### src/hdl/fmib_pkg.sv
// ----------------------------------------------------------------------------
// fmib_pkg
// Shared types and constants of the FM-index layout builder.
// ----------------------------------------------------------------------------
package fmib_pkg;

	localparam int unsigned OCC_INTERVAL_DEF          = 256;
	localparam int unsigned CHECKPOINT_INTERVAL_DEF   = 65536;
	localparam int unsigned FLAG_COUNTER_INTERVAL_DEF = 224;
	localparam int unsigned RATE_W                    = 11;
	localparam int unsigned POS_W                     = 32;
	localparam int unsigned Q_DEPTH                   = 2;
	localparam logic [RATE_W-1:0] RATE_RESET          = 11'd8;

	typedef enum logic [2:0] {
		KIND_BWT  = 3'd0,
		KIND_OCC  = 3'd1,
		KIND_CKPT = 3'd2,
		KIND_FLAG = 3'd3,
		KIND_SAMP = 3'd4,
		KIND_SENT = 3'd5,
		KIND_CUM  = 3'd6
	} kind_t;

	// classified row handed from the front to the back
	typedef struct packed {
		logic [1:0]       code;  // two-bit packing code
		logic             sent;  // sentinel row
		logic [2:0]       cidx;  // symbol count slot
		logic [POS_W-1:0] pos;
		logic             last;
	} fmib_item_t;

	typedef enum logic [2:0] {
		ST_IDLE,
		ST_DIV,
		ST_UPD,
		ST_SLOT,
		ST_FIN
	} state_t;

	typedef enum logic [4:0] {
		SL_BWT,
		SL_CK0,
		SL_CK1,
		SL_CK2,
		SL_CK3,
		SL_OCC,
		SL_FL1,
		SL_FL2,
		SL_SMP,
		SL_LBWT,
		SL_LFL,
		SL_SENT,
		SL_CUM0,
		SL_CUM1,
		SL_CUM2,
		SL_CUM3,
		SL_CUM4
	} slot_t;

endpackage

### src/hdl/fmib_front.sv
// ----------------------------------------------------------------------------
// fmib_front
// Accepts rows and classifies the symbol for the back end.
// ----------------------------------------------------------------------------
module fmib_front import fmib_pkg::*; (
	input  logic             in_valid,
	output logic             in_stall,
	input  logic [2:0]       prev_symbol,
	input  logic [POS_W-1:0] suffix_pos,
	input  logic             is_last,
	input  logic             q_full,
	output logic             q_push,
	output fmib_item_t       q_item
);

	logic sent;

	// codes 4..7 all count as the sentinel
	assign sent = prev_symbol[2];

	always_comb begin
		q_item.sent = sent;
		q_item.code = sent ? 2'd1 : prev_symbol[1:0];
		q_item.cidx = sent ? 3'd0 : ({1'b0, prev_symbol[1:0]} + 3'd1);
		q_item.pos  = suffix_pos;
		q_item.last = is_last;
	end

	assign in_stall = q_full;
	assign q_push   = in_valid && !q_full;

endmodule

### src/hdl/fmib_queue.sv
// ----------------------------------------------------------------------------
// fmib_queue
// Small flop FIFO between front and back.
// ----------------------------------------------------------------------------
module fmib_queue import fmib_pkg::*; (
	input  logic       clk,
	input  logic       arst_n,
	input  logic       push,
	input  fmib_item_t push_item,
	output logic       full,
	input  logic       pop,
	output logic       pop_valid,
	output fmib_item_t pop_item
);

	localparam int unsigned PW = (Q_DEPTH > 1) ? $clog2(Q_DEPTH) : 1;
	localparam int unsigned CW = $clog2(Q_DEPTH + 1);

	fmib_item_t    mem_q [Q_DEPTH];
	logic [PW-1:0] wptr_q, rptr_q;
	logic [CW-1:0] cnt_q;
	logic          do_pop;

	assign full      = (cnt_q == CW'(Q_DEPTH));
	assign pop_valid = (cnt_q != '0);
	assign pop_item  = mem_q[rptr_q];
	assign do_pop    = pop && pop_valid;

	always_ff @(posedge clk) begin
		if (push) begin
			mem_q[wptr_q] <= push_item;
		end
	end

	always_ff @(posedge clk or negedge arst_n) begin
		if (!arst_n) begin
			wptr_q <= '0;
			rptr_q <= '0;
			cnt_q  <= '0;
		end else begin
			if (push) begin
				wptr_q <= (wptr_q == PW'(Q_DEPTH - 1)) ? '0 : wptr_q + PW'(1);
			end
			if (do_pop) begin
				rptr_q <= (rptr_q == PW'(Q_DEPTH - 1)) ? '0 : rptr_q + PW'(1);
			end
			cnt_q <= cnt_q + CW'(push) - CW'(do_pop);
		end
	end

endmodule

### src/hdl/fmib_back.sv
// ----------------------------------------------------------------------------
// fmib_back
// Divides by the sample rate, updates the layout state and emits results.
// ----------------------------------------------------------------------------
module fmib_back import fmib_pkg::*; #(
	parameter int unsigned OCC_INTERVAL          = OCC_INTERVAL_DEF,
	parameter int unsigned CHECKPOINT_INTERVAL   = CHECKPOINT_INTERVAL_DEF,
	parameter int unsigned FLAG_COUNTER_INTERVAL = FLAG_COUNTER_INTERVAL_DEF
) (
	input  logic              clk,
	input  logic              arst_n,
	input  logic [RATE_W-1:0] sample_rate,
	input  logic              q_valid,
	input  fmib_item_t        q_item,
	output logic              q_pop,
	output logic              out_valid,
	input  logic              out_stall,
	output logic [2:0]        stream_kind,
	output logic [63:0]       word,
	output logic              last_of_run
);

	localparam int unsigned OW = $clog2(OCC_INTERVAL);
	localparam int unsigned KW = $clog2(CHECKPOINT_INTERVAL);
	localparam int unsigned FW = $clog2(FLAG_COUNTER_INTERVAL);

	state_t      st_q, st_d;
	slot_t       slot_q, slot_d;
	fmib_item_t  item_q;

	logic [4:0]        div_cnt_q;
	logic [RATE_W-1:0] rem_q;
	logic [31:0]       quo_q;
	logic [RATE_W-1:0] dvs;
	logic [RATE_W:0]   trial;
	logic              ge;

	logic [31:0] rc_q, rc_n;
	logic [63:0] bwt_q;
	logic [31:0] sc_q [5];
	logic [31:0] ck_q [4];
	logic [63:0] flg_q;
	logic [5:0]  fbt_q;
	logic [31:0] smp_tot_q;
	logic [31:0] sent_row_q;
	logic [31:0] cum_q;
	logic [OW-1:0] occ_ph_q;
	logic [KW-1:0] ck_ph_q;
	logic [FW-1:0] fl_ph_q;
	logic fire_occ_q, fire_ck_q, fire_fl_q;
	logic fire_occ, fire_ck, fire_fl;

	logic        hold_v_q;
	kind_t       hold_kind_q;
	logic [63:0] hold_word_q;
	logic        out_v_q, out_last_q;
	kind_t       out_kind_q;
	logic [63:0] out_word_q;

	logic        sampled;
	logic        has;
	kind_t       res_kind;
	logic [63:0] res_word;
	logic        adv, emit, out_free, out_load, fin_move;
	logic [5:0]  fbt_inc;
	logic [63:0] fl1_word, ins_v, ins_word;
	logic        crosses;

	assign dvs     = (sample_rate == '0) ? RATE_W'(1) : sample_rate;
	assign trial   = {rem_q, quo_q[31]};
	assign ge      = (trial >= {1'b0, dvs});
	assign sampled = (rem_q == '0);
	assign rc_n    = rc_q + 32'd1;

	assign fire_occ = (occ_ph_q == OW'(OCC_INTERVAL - 1)) || (rc_n == '0);
	assign fire_ck  = (ck_ph_q == KW'(CHECKPOINT_INTERVAL - 1)) || (rc_n == '0);
	assign fire_fl  = (fl_ph_q == FW'(FLAG_COUNTER_INTERVAL - 1)) || (rc_n == '0);

	assign out_free = !out_v_q || !out_stall;

	// flag bitmap helpers
	assign fbt_inc  = fbt_q + 6'd1;
	assign fl1_word = flg_q | (sampled ? (64'd1 << (~fbt_q)) : 64'd0);
	assign ins_v    = {smp_tot_q, 32'd0};
	assign ins_word = flg_q | (ins_v >> fbt_q);
	assign crosses  = fbt_q[5];

	always_comb begin
		has      = 1'b0;
		res_kind = KIND_BWT;
		res_word = bwt_q;
		unique case (slot_q)
			SL_BWT: begin
				has = (rc_q[4:0] == 5'd0);
			end
			SL_CK0: begin
				has = fire_ck_q; res_kind = KIND_CKPT; res_word = {32'd0, sc_q[1]};
			end
			SL_CK1: begin
				has = fire_ck_q; res_kind = KIND_CKPT; res_word = {32'd0, sc_q[2]};
			end
			SL_CK2: begin
				has = fire_ck_q; res_kind = KIND_CKPT; res_word = {32'd0, sc_q[3]};
			end
			SL_CK3: begin
				has = fire_ck_q; res_kind = KIND_CKPT; res_word = {32'd0, sc_q[4]};
			end
			SL_OCC: begin
				has      = fire_occ_q;
				res_kind = KIND_OCC;
				res_word = {16'(sc_q[1] - ck_q[0]), 16'(sc_q[2] - ck_q[1]),
					16'(sc_q[3] - ck_q[2]), 16'(sc_q[4] - ck_q[3])};
			end
			SL_FL1: begin
				has = (fbt_inc == 6'd0); res_kind = KIND_FLAG; res_word = fl1_word;
			end
			SL_FL2: begin
				has = fire_fl_q && crosses; res_kind = KIND_FLAG; res_word = ins_word;
			end
			SL_SMP: begin
				has      = sampled;
				res_kind = KIND_SAMP;
				res_word = {32'd0, {item_q.code, 30'd0} | quo_q};
			end
			SL_LBWT: begin
				has = item_q.last && (rc_q[4:0] != 5'd0);
			end
			SL_LFL: begin
				has = item_q.last && (fbt_q != 6'd0); res_kind = KIND_FLAG; res_word = flg_q;
			end
			SL_SENT: begin
				has = item_q.last; res_kind = KIND_SENT; res_word = {32'd0, sent_row_q};
			end
			SL_CUM0, SL_CUM1, SL_CUM2, SL_CUM3, SL_CUM4: begin
				has = item_q.last; res_kind = KIND_CUM; res_word = {32'd0, cum_q};
			end
			default: begin
				has = 1'b0;
			end
		endcase
	end

	// FSM: next state and control
	always_comb begin
		st_d     = st_q;
		slot_d   = slot_q;
		q_pop    = 1'b0;
		adv      = 1'b0;
		fin_move = 1'b0;
		unique case (st_q)
			ST_IDLE: begin
				q_pop = q_valid;
				if (q_valid) begin
					st_d = ST_DIV;
				end
			end
			ST_DIV: begin
				if (div_cnt_q == 5'd31) begin
					st_d = ST_UPD;
				end
			end
			ST_UPD: begin
				st_d   = ST_SLOT;
				slot_d = SL_BWT;
			end
			ST_SLOT: begin
				adv = !has || !hold_v_q || out_free;
				if (adv) begin
					if (slot_q == SL_CUM4) begin
						st_d = ST_FIN;
					end else begin
						slot_d = slot_t'(slot_q + 5'd1);
					end
				end
			end
			ST_FIN: begin
				if (!hold_v_q || out_free) begin
					fin_move = 1'b1;
					st_d     = ST_IDLE;
				end
			end
			default: begin
				st_d = ST_IDLE;
			end
		endcase
	end

	assign emit     = (st_q == ST_SLOT) && adv && has;
	assign out_load = (emit && hold_v_q) || (fin_move && hold_v_q);

	always_ff @(posedge clk or negedge arst_n) begin
		if (!arst_n) begin
			st_q   <= ST_IDLE;
			slot_q <= SL_BWT;
		end else begin
			st_q   <= st_d;
			slot_q <= slot_d;
		end
	end

	// divider and item latch
	always_ff @(posedge clk) begin
		if (q_pop) begin
			item_q    <= q_item;
			quo_q     <= q_item.pos;
			rem_q     <= '0;
			div_cnt_q <= '0;
		end else if (st_q == ST_DIV) begin
			rem_q     <= ge ? RATE_W'(trial - {1'b0, dvs}) : trial[RATE_W-1:0];
			quo_q     <= {quo_q[30:0], ge};
			div_cnt_q <= div_cnt_q + 5'd1;
		end
	end

	// layout state
	always_ff @(posedge clk or negedge arst_n) begin
		if (!arst_n) begin
			rc_q       <= '0;
			bwt_q      <= '0;
			flg_q      <= '0;
			fbt_q      <= 6'd32;
			smp_tot_q  <= '0;
			sent_row_q <= '0;
			cum_q      <= 32'd1;
			occ_ph_q   <= '0;
			ck_ph_q    <= '0;
			fl_ph_q    <= '0;
			fire_occ_q <= 1'b0;
			fire_ck_q  <= 1'b0;
			fire_fl_q  <= 1'b0;
			for (int i = 0; i < 5; i++) sc_q[i] <= '0;
			for (int i = 0; i < 4; i++) ck_q[i] <= '0;
		end else if (st_q == ST_UPD) begin
			bwt_q <= bwt_q | ({62'd0, item_q.code} << {~rc_q[4:0], 1'b0});
			sc_q[item_q.cidx] <= sc_q[item_q.cidx] + 32'd1;
			if (item_q.sent) begin
				sent_row_q <= rc_q;
			end
			rc_q       <= rc_n;
			fire_occ_q <= fire_occ;
			fire_ck_q  <= fire_ck;
			fire_fl_q  <= fire_fl;
			occ_ph_q   <= fire_occ ? '0 : occ_ph_q + OW'(1);
			ck_ph_q    <= fire_ck ? '0 : ck_ph_q + KW'(1);
			fl_ph_q    <= fire_fl ? '0 : fl_ph_q + FW'(1);
			if (sampled) begin
				smp_tot_q <= smp_tot_q + 32'd1;
			end
			cum_q <= 32'd1;
		end else if ((st_q == ST_SLOT) && adv) begin
			unique case (slot_q)
				SL_BWT:  if (has) bwt_q <= '0;
				SL_CK0:  if (has) ck_q[0] <= sc_q[1];
				SL_CK1:  if (has) ck_q[1] <= sc_q[2];
				SL_CK2:  if (has) ck_q[2] <= sc_q[3];
				SL_CK3:  if (has) ck_q[3] <= sc_q[4];
				SL_FL1: begin
					flg_q <= has ? 64'd0 : fl1_word;
					fbt_q <= fbt_inc;
				end
				SL_FL2: begin
					if (fire_fl_q) begin
						flg_q <= crosses ? (ins_v << (6'd0 - fbt_q)) : ins_word;
						fbt_q <= fbt_q + 6'd32;
					end
				end
				SL_CUM0: cum_q <= cum_q + sc_q[1];
				SL_CUM1: cum_q <= cum_q + sc_q[2];
				SL_CUM2: cum_q <= cum_q + sc_q[3];
				SL_CUM3: cum_q <= cum_q + sc_q[4];
				default: begin
				end
			endcase
		end else if (fin_move && item_q.last) begin
			// end of text: back to the reset state but for cum and the fire flags
			rc_q       <= '0;
			bwt_q      <= '0;
			flg_q      <= '0;
			fbt_q      <= 6'd32;
			smp_tot_q  <= '0;
			sent_row_q <= '0;
			occ_ph_q   <= '0;
			ck_ph_q    <= '0;
			fl_ph_q    <= '0;
			for (int i = 0; i < 5; i++) sc_q[i] <= '0;
			for (int i = 0; i < 4; i++) ck_q[i] <= '0;
		end
	end

	// one result held back so the final one can be marked
	always_ff @(posedge clk or negedge arst_n) begin
		if (!arst_n) begin
			hold_v_q <= 1'b0;
			out_v_q  <= 1'b0;
		end else begin
			if (emit) begin
				hold_v_q <= 1'b1;
			end else if (fin_move) begin
				hold_v_q <= 1'b0;
			end
			if (out_load) begin
				out_v_q <= 1'b1;
			end else if (!out_stall) begin
				out_v_q <= 1'b0;
			end
		end
	end

	always_ff @(posedge clk) begin
		if (emit) begin
			hold_kind_q <= res_kind;
			hold_word_q <= res_word;
		end
		if (out_load) begin
			out_kind_q <= hold_kind_q;
			out_word_q <= hold_word_q;
			out_last_q <= fin_move;
		end
	end

	assign out_valid   = out_v_q;
	assign stream_kind = out_kind_q;
	assign word        = out_word_q;
	assign last_of_run = out_last_q;

	a_div_runs: assert property (@(posedge clk) disable iff (!arst_n)
		(st_q == ST_DIV) && (div_cnt_q != 5'd31) |=> (st_q == ST_DIV))
		else $error("divider left early");

	a_idle_empty: assert property (@(posedge clk) disable iff (!arst_n)
		(st_q == ST_IDLE) |-> !hold_v_q)
		else $error("held result left behind");

	a_rem_bound: assert property (@(posedge clk) disable iff (!arst_n)
		(st_q == ST_DIV) |-> (rem_q < dvs))
		else $error("remainder out of range");

endmodule

### src/hdl/fm_index_layout_builder.sv
// ----------------------------------------------------------------------------
// fm_index_layout_builder
// Builds the FM-index layout stream from suffix-array rows.
// ----------------------------------------------------------------------------
// Usage:
//  - Input channel (in_valid / in_stall): one suffix-array row per item, in
//    row order, with is_last on the final row of the text.
//  - Output channel (out_valid / out_stall): tagged layout words; last_of_run
//    marks the final word caused by a row. A row may cause no word.
//  - cfg_we / cfg_wdata write the sample rate; write only while idle.
// Flow: the back end runs a bit-serial restoring divider (pos / rate and
//  the remainder), an update step, then walks 17 result slots at one per
//  cycle, unless a held word waits on a stalled output, and a finishing
//  step. A two-entry queue lets rows be taken while the back end works,
//  and an output register plus one held-back word decouple the receiver.
// Reset: clears all layout state (flag bit position starts after the 32-bit
//  counter slot) and sets the sample rate to 8. After a last row the state
//  returns to them, but for cum and the fire flags; the sample rate is kept.
// Stall: an out_stall holds the output word; the back end waits once its
//  held word cannot move, and the queue then fills and raises in_stall.
// ----------------------------------------------------------------------------
module fm_index_layout_builder import fmib_pkg::*; #(
	parameter int unsigned OCC_INTERVAL          = OCC_INTERVAL_DEF,
	parameter int unsigned CHECKPOINT_INTERVAL   = CHECKPOINT_INTERVAL_DEF,
	parameter int unsigned FLAG_COUNTER_INTERVAL = FLAG_COUNTER_INTERVAL_DEF
) (
	input  logic              clk,
	input  logic              arst_n,
	input  logic              cfg_we,
	input  logic [RATE_W-1:0] cfg_wdata,
	input  logic              in_valid,
	output logic              in_stall,
	input  logic [2:0]        prev_symbol,
	input  logic [POS_W-1:0]  suffix_pos,
	input  logic              is_last,
	output logic              out_valid,
	input  logic              out_stall,
	output logic [2:0]        stream_kind,
	output logic [63:0]       word,
	output logic              last_of_run
);

	logic [RATE_W-1:0] sample_rate_q;
	logic              q_full, q_push, q_pop, q_valid;
	fmib_item_t        push_item, pop_item;

	// sample rate register
	always_ff @(posedge clk or negedge arst_n) begin
		if (!arst_n) begin
			sample_rate_q <= RATE_RESET;
		end else if (cfg_we) begin
			sample_rate_q <= cfg_wdata;
		end
	end

	// front: take and classify rows
	fmib_front u_front (
		.in_valid    (in_valid),
		.in_stall    (in_stall),
		.prev_symbol (prev_symbol),
		.suffix_pos  (suffix_pos),
		.is_last     (is_last),
		.q_full      (q_full),
		.q_push      (q_push),
		.q_item      (push_item)
	);

	// queue between front and back
	fmib_queue u_queue (
		.clk       (clk),
		.arst_n    (arst_n),
		.push      (q_push),
		.push_item (push_item),
		.full      (q_full),
		.pop       (q_pop),
		.pop_valid (q_valid),
		.pop_item  (pop_item)
	);

	// back: divide, update, emit
	fmib_back #(
		.OCC_INTERVAL          (OCC_INTERVAL),
		.CHECKPOINT_INTERVAL   (CHECKPOINT_INTERVAL),
		.FLAG_COUNTER_INTERVAL (FLAG_COUNTER_INTERVAL)
	) u_back (
		.clk         (clk),
		.arst_n      (arst_n),
		.sample_rate (sample_rate_q),
		.q_valid     (q_valid),
		.q_item      (pop_item),
		.q_pop       (q_pop),
		.out_valid   (out_valid),
		.out_stall   (out_stall),
		.stream_kind (stream_kind),
		.word        (word),
		.last_of_run (last_of_run)
	);

endmodule
### config.mk
export PLATFORM = sky130hd
export DESIGN_NAME = fm_index_layout_builder
export DESIGN_NICKNAME = d
export VERILOG_FILES = /design/src/hdl/fmib_pkg.sv /design/src/hdl/fmib_front.sv /design/src/hdl/fmib_queue.sv /design/src/hdl/fmib_back.sv /design/src/hdl/fm_index_layout_builder.sv
export SDC_FILE = /design/constraint.sdc
export NUM_CORES = 2
export LEC_CHECK = 0
export ABC_AREA = 1
export BUFFER_PORTS_ARGS = -buffer_cell sky130_fd_sc_hd__buf_2
export CAP_MARGIN = 25
export CORE_ASPECT_RATIO = 0.75
export CORE_MARGIN = 4
export CORE_UTILIZATION = 40
export DETAILED_ROUTE_END_ITERATION = 10
export GPL_TIMING_DRIVEN = 0
export PLACE_DENSITY = 0.52
export SLEW_MARGIN = 20
export SYNTH_ARGS = -nofsm -noshare
export SYNTH_HDL_FRONTEND = slang
export SYNTH_SLANG_ARGS = --single-unit
### constraint.sdc
create_clock -name clk -period 16.3 [get_ports clk]
set_clock_uncertainty 0.15 [all_clocks]
set_input_delay 0 -clock clk [delete_from_list [all_inputs] [get_ports clk]]
set_output_delay 0 -clock clk [all_outputs]
set_load 0.02 [all_outputs]
==> results.py <==
metrics = {
    "routing": {
        "ant_nets": 0,
        "vias_per_cell": 6.21,
        "wl_um": 284000,
        "vias": 56300,
        "first_pass_iters": 7,
        "drt_iter0_markers": 9625,
        "wl_per_cell_um": 31.3,
        "post-route-drc-count": 0,
    },
    "logic_synthesis": {
        "ys_types": 59,
        "async_flop_share_pct": 67.1,
        "netlist.area_leader.share_pct": 26.8,
        "ys_warn_count": 0,
        "synth-seq-cells": 814,
        "synth-edff-count": 252,
        "ys_seq_area_share_pct": 42.4,
        "synth_nets": 7184,
        "synth.avg_cell_area_sq_um": 7.26,
        "synth_area_leader_cell": "dfrtp_1",
        "ys.flop_type": "dfrtp_1",
        "syn_area_sq_um": 50800,
        "yosys-top-cells-area": "dfrtp_1, edfxtp_1, nand2_1, nand3_1, nor2_1",
        "syn_inst": 6991,
    },
    "clocking": {
        "cts_setup_buffers": 0,
        "path_clk_slew_ns": 0.07,
        "cts_tree": "yes",
        "cts.sinks": 814,
        "clockRootBuffer": "clkbuf_16",
        "clockBufferDepth": 3,
        "clk_latency_ns": 0.75,
        "cts_htree_levels": 3,
        "cts_buffers": 91,
    },
    "die": {
        "io_pins": 122,
        "dieHeight_um": 317,
        "core_area_sq_um": 125000,
        "dieWidth_um": 419,
        "placementRows": 112,
        "initial_core_util_pct": 40.5,
        "die_area_sq_um": 133000,
    },
    "setup_path": {
        "path_class": "reg -> reg",
        "worstSetupStartpointType": "register",
        "critPathCaptureType": "register",
        "worstPathRequired_ns": 16.82,
        "reg2reg_to": "u_back.cum_q[29]$_DFFE_PN0P_",
        "r2r_cells": 19,
        "r2r-start": "u_back.slot_q[0]$_DFFE_PN0P_",
        "crit_arrival_ns": 7.27,
        "critPathMaxFanout": 10,
        "rrSetupSlack_ns": 9.55,
    },
    "pwr": {
        "power_density_nw_per_um2": 147,
        "p_leak_nw": 26.1,
        "ir_worst_vdd_v": 0.000130,
    },
    "final_layout": {
        "fillers": 12700,
        "drive_above_1_share_pct": 5.46,
        "layout.nets": 7541,
        "utilization_pct": 46.3,
        "multi_input_area_sq_um": 25600,
        "syn_to_final_growth_pct": 14.3,
        "ff_latch_area_sq_um": 21600,
        "final_common_cell": "nand2_1",
        "final_cell_mix": "nand2_1, nand3_1, nor2_1",
    },
    "timing": {
        "finalSetupViolCount": 0,
        "period_minus_slack_ns": 6.75,
        "fin_crit_sh_pct": 41.4,
        "report.final.hold_viol_count": 0,
        "slew_headroom_pct": 11.8,
        "tightest_slew_ns": 1.32,
        "rsz0062_at_grt": "no",
        "max_freq_ghz": 0.148,
        "timing.setup.tns_ns": 0,
        "slew_violations": 0,
    },
    "grt": {
        "gr-total-overflow": 0,
        "grt_usage_pct": 41.8,
        "grt_max_degree": 94,
        "antenna_found_initial": 20,
        "grt_first_pass_wirelength_um": 392000,
        "grt_pass1_vias": 50600,
    },
    "min_path": {
        "worstHoldStart": "prev_symbol[1]",
        "hold_path_depth": 4,
        "min_to": "u_queue.mem_q[0][38]$_DFFE_PP_",
        "hp-class": "in -> reg",
    },
    "run": {
        "cap_viol_max_count": 0,
    },
    "placed_design": {
        "place.gp.congestion": 1.09,
        "dp_hpwl_um": 229000,
        "io_buffers": 121,
    },
    "outcome": {
        "status": "finished, final reports clean",
    },
}
==> routing by layer <==
metal / global-route usage (%) / vias to the layer above / wire (um)
li1: - / 24300 / -
met1: 62.1 / 27600 / 125000
met2: 52.7 / 3958 / 104000
met3: 19.3 / 501 / 45700
met4: 12.6 / 14 / 9760
met5: 0 / - / 104
==> logic make-up after synthesis <==
logic type	after synthesis	synth area share (%)
AO/OA/AOI/OAI	1200	13.3
adder cells (fa/ha/maj)	141	3.56
XOR/XNOR	107	1.85
flip-flops	814	42.4
AND/OR/NAND/NOR	3776	31.6
buffers and inverters	953	7.22
==> cell usage after synthesis (all sizes together), types with 7 or more instances <==
master / number
o211ai: 17
or2: 16
clkbuf: 227
nand2: 1915
dfxtp: 16
nand3: 939
o2111ai: 12
nor3: 92
a21oi: 304
xnor2: 35
o21ai: 527
a21o: 21
o31ai: 40
o21bai: 15
ha: 135
a31oi: 32
clkinv: 14
a221oi: 7
nor2: 636
edfxtp: 252
a211oi: 42
dfrtp: 543
xor2: 72
buf: 100
nor4: 14
nand3b: 18
nand4: 134
inv: 612
o22ai: 152
==> layout make-up <==
cell class	instances	share of cell area, %
diodes	6	0.0259
clock inverters	47	0.681
flip-flops and latches	814	37.1
multi-input cells	5224	44.1
well taps	1653	3.56
clock buffers	120	4.28
plain buffers	327	2.27
repair buffers	264	3.89
inverters	626	4.05
==> power by group <==
part           switching, W  internal [W]  leakage (nW)
Combinational       0.00287      0.000755          14.7
Sequential         0.000300       0.00253          9.93
Clock              0.000952       0.00114          1.40
==> repair_timing <==
item                       4_1_cts  5_1_grt
hold buffers                   122        0
setup endpoints to repair        0        0
hold endpoints to repair       438        0
gates resized for setup          0        0
==> worst max-delay path: stages, from the launching register on <==
cell      delay, ns
dfrtp_1        0.44
ha_1           0.24
inv_1          0.15
nor2_1         0.07
ha_1           0.22
inv_1          0.36
nand3_1        0.44
inv_1          0.28
clkbuf_1       0.73
clkbuf_1       0.64
a21oi_1        0.36
ha_1           0.46
nand2_1        0.13
nor2_1         0.30
nand4_1        0.12
o21ai_0        0.86
nand3_1        0.31
nand3_1        0.19
nand2_1        0.06
o21ai_1        0.15
==> stage by stage <==
stage | setup WS [ns] | area (sq um) | total power [W] | cells | hold WS [ns]
6_report | 9.55 | 58100 | 0.00854 | 9081 | 0.0436
4_1_cts | 10.10 | 58000 | 0.00831 | 9068 | 0.0113
3_5_place_dp | 10.14 | 53800 | 0.00622 | 8779 | -0.227
3_3_place_gp | 2.25 | 53500 | 0.00619 | 8765 | 0.0372
2_1_floorplan | 10.32 | 50800 | 0.00453 | 6991 | -0.446
5_1_grt | 9.62 | 58000 | 0.00877 | 9075 | 0.0455
==> worst max-delay path by stage <==
stage / startpoint / endpoint / depth (start not counted)
2_1_floorplan: u_back.fbt_q[2]$_DFFE_PN0P_ / u_back.last_of_run$_DFFE_PP_ / 17
5_1_grt: u_back.slot_q[0]$_DFFE_PN0P_ / u_back.cum_q[29]$_DFFE_PN0P_ / 19
3_5_place_dp: u_back.slot_q[0]$_DFFE_PN0P_ / u_back.cum_q[29]$_DFFE_PN0P_ / 19
6_report: u_back.slot_q[0]$_DFFE_PN0P_ / u_back.cum_q[29]$_DFFE_PN0P_ / 19
4_1_cts: u_back.slot_q[0]$_DFFE_PN0P_ / u_back.cum_q[29]$_DFFE_PN0P_ / 19
3_3_place_gp: arst_n / u_back.sc_q[123]$_DFFE_PN0P_ / 1
==> flip-flops by register name, indices dropped and copies added, names as in the netlist, 5 cells and up <==
signal	count
sample_rate_q	11
u_back.div_cnt_q	5
u_back.sc_q	160
u_back.rc_q	32
u_back.slot_q	5
u_back.hold_word_q	64
u_back.smp_tot_q	32
u_back.rem_q	11
u_back.fbt_q	6
u_back.cum_q	32
u_back.word	64
u_back.bwt_q	64
u_back.fl_ph_q	8
u_back.ck_q	64
u_back.occ_ph_q	8
u_back.quo_q	32
u_back.flg_q	64
u_queue.mem_q	78
u_back.sent_row_q	32
u_back.item_q	7
u_back.ck_ph_q	16
(Power assumes the default switching activity.)
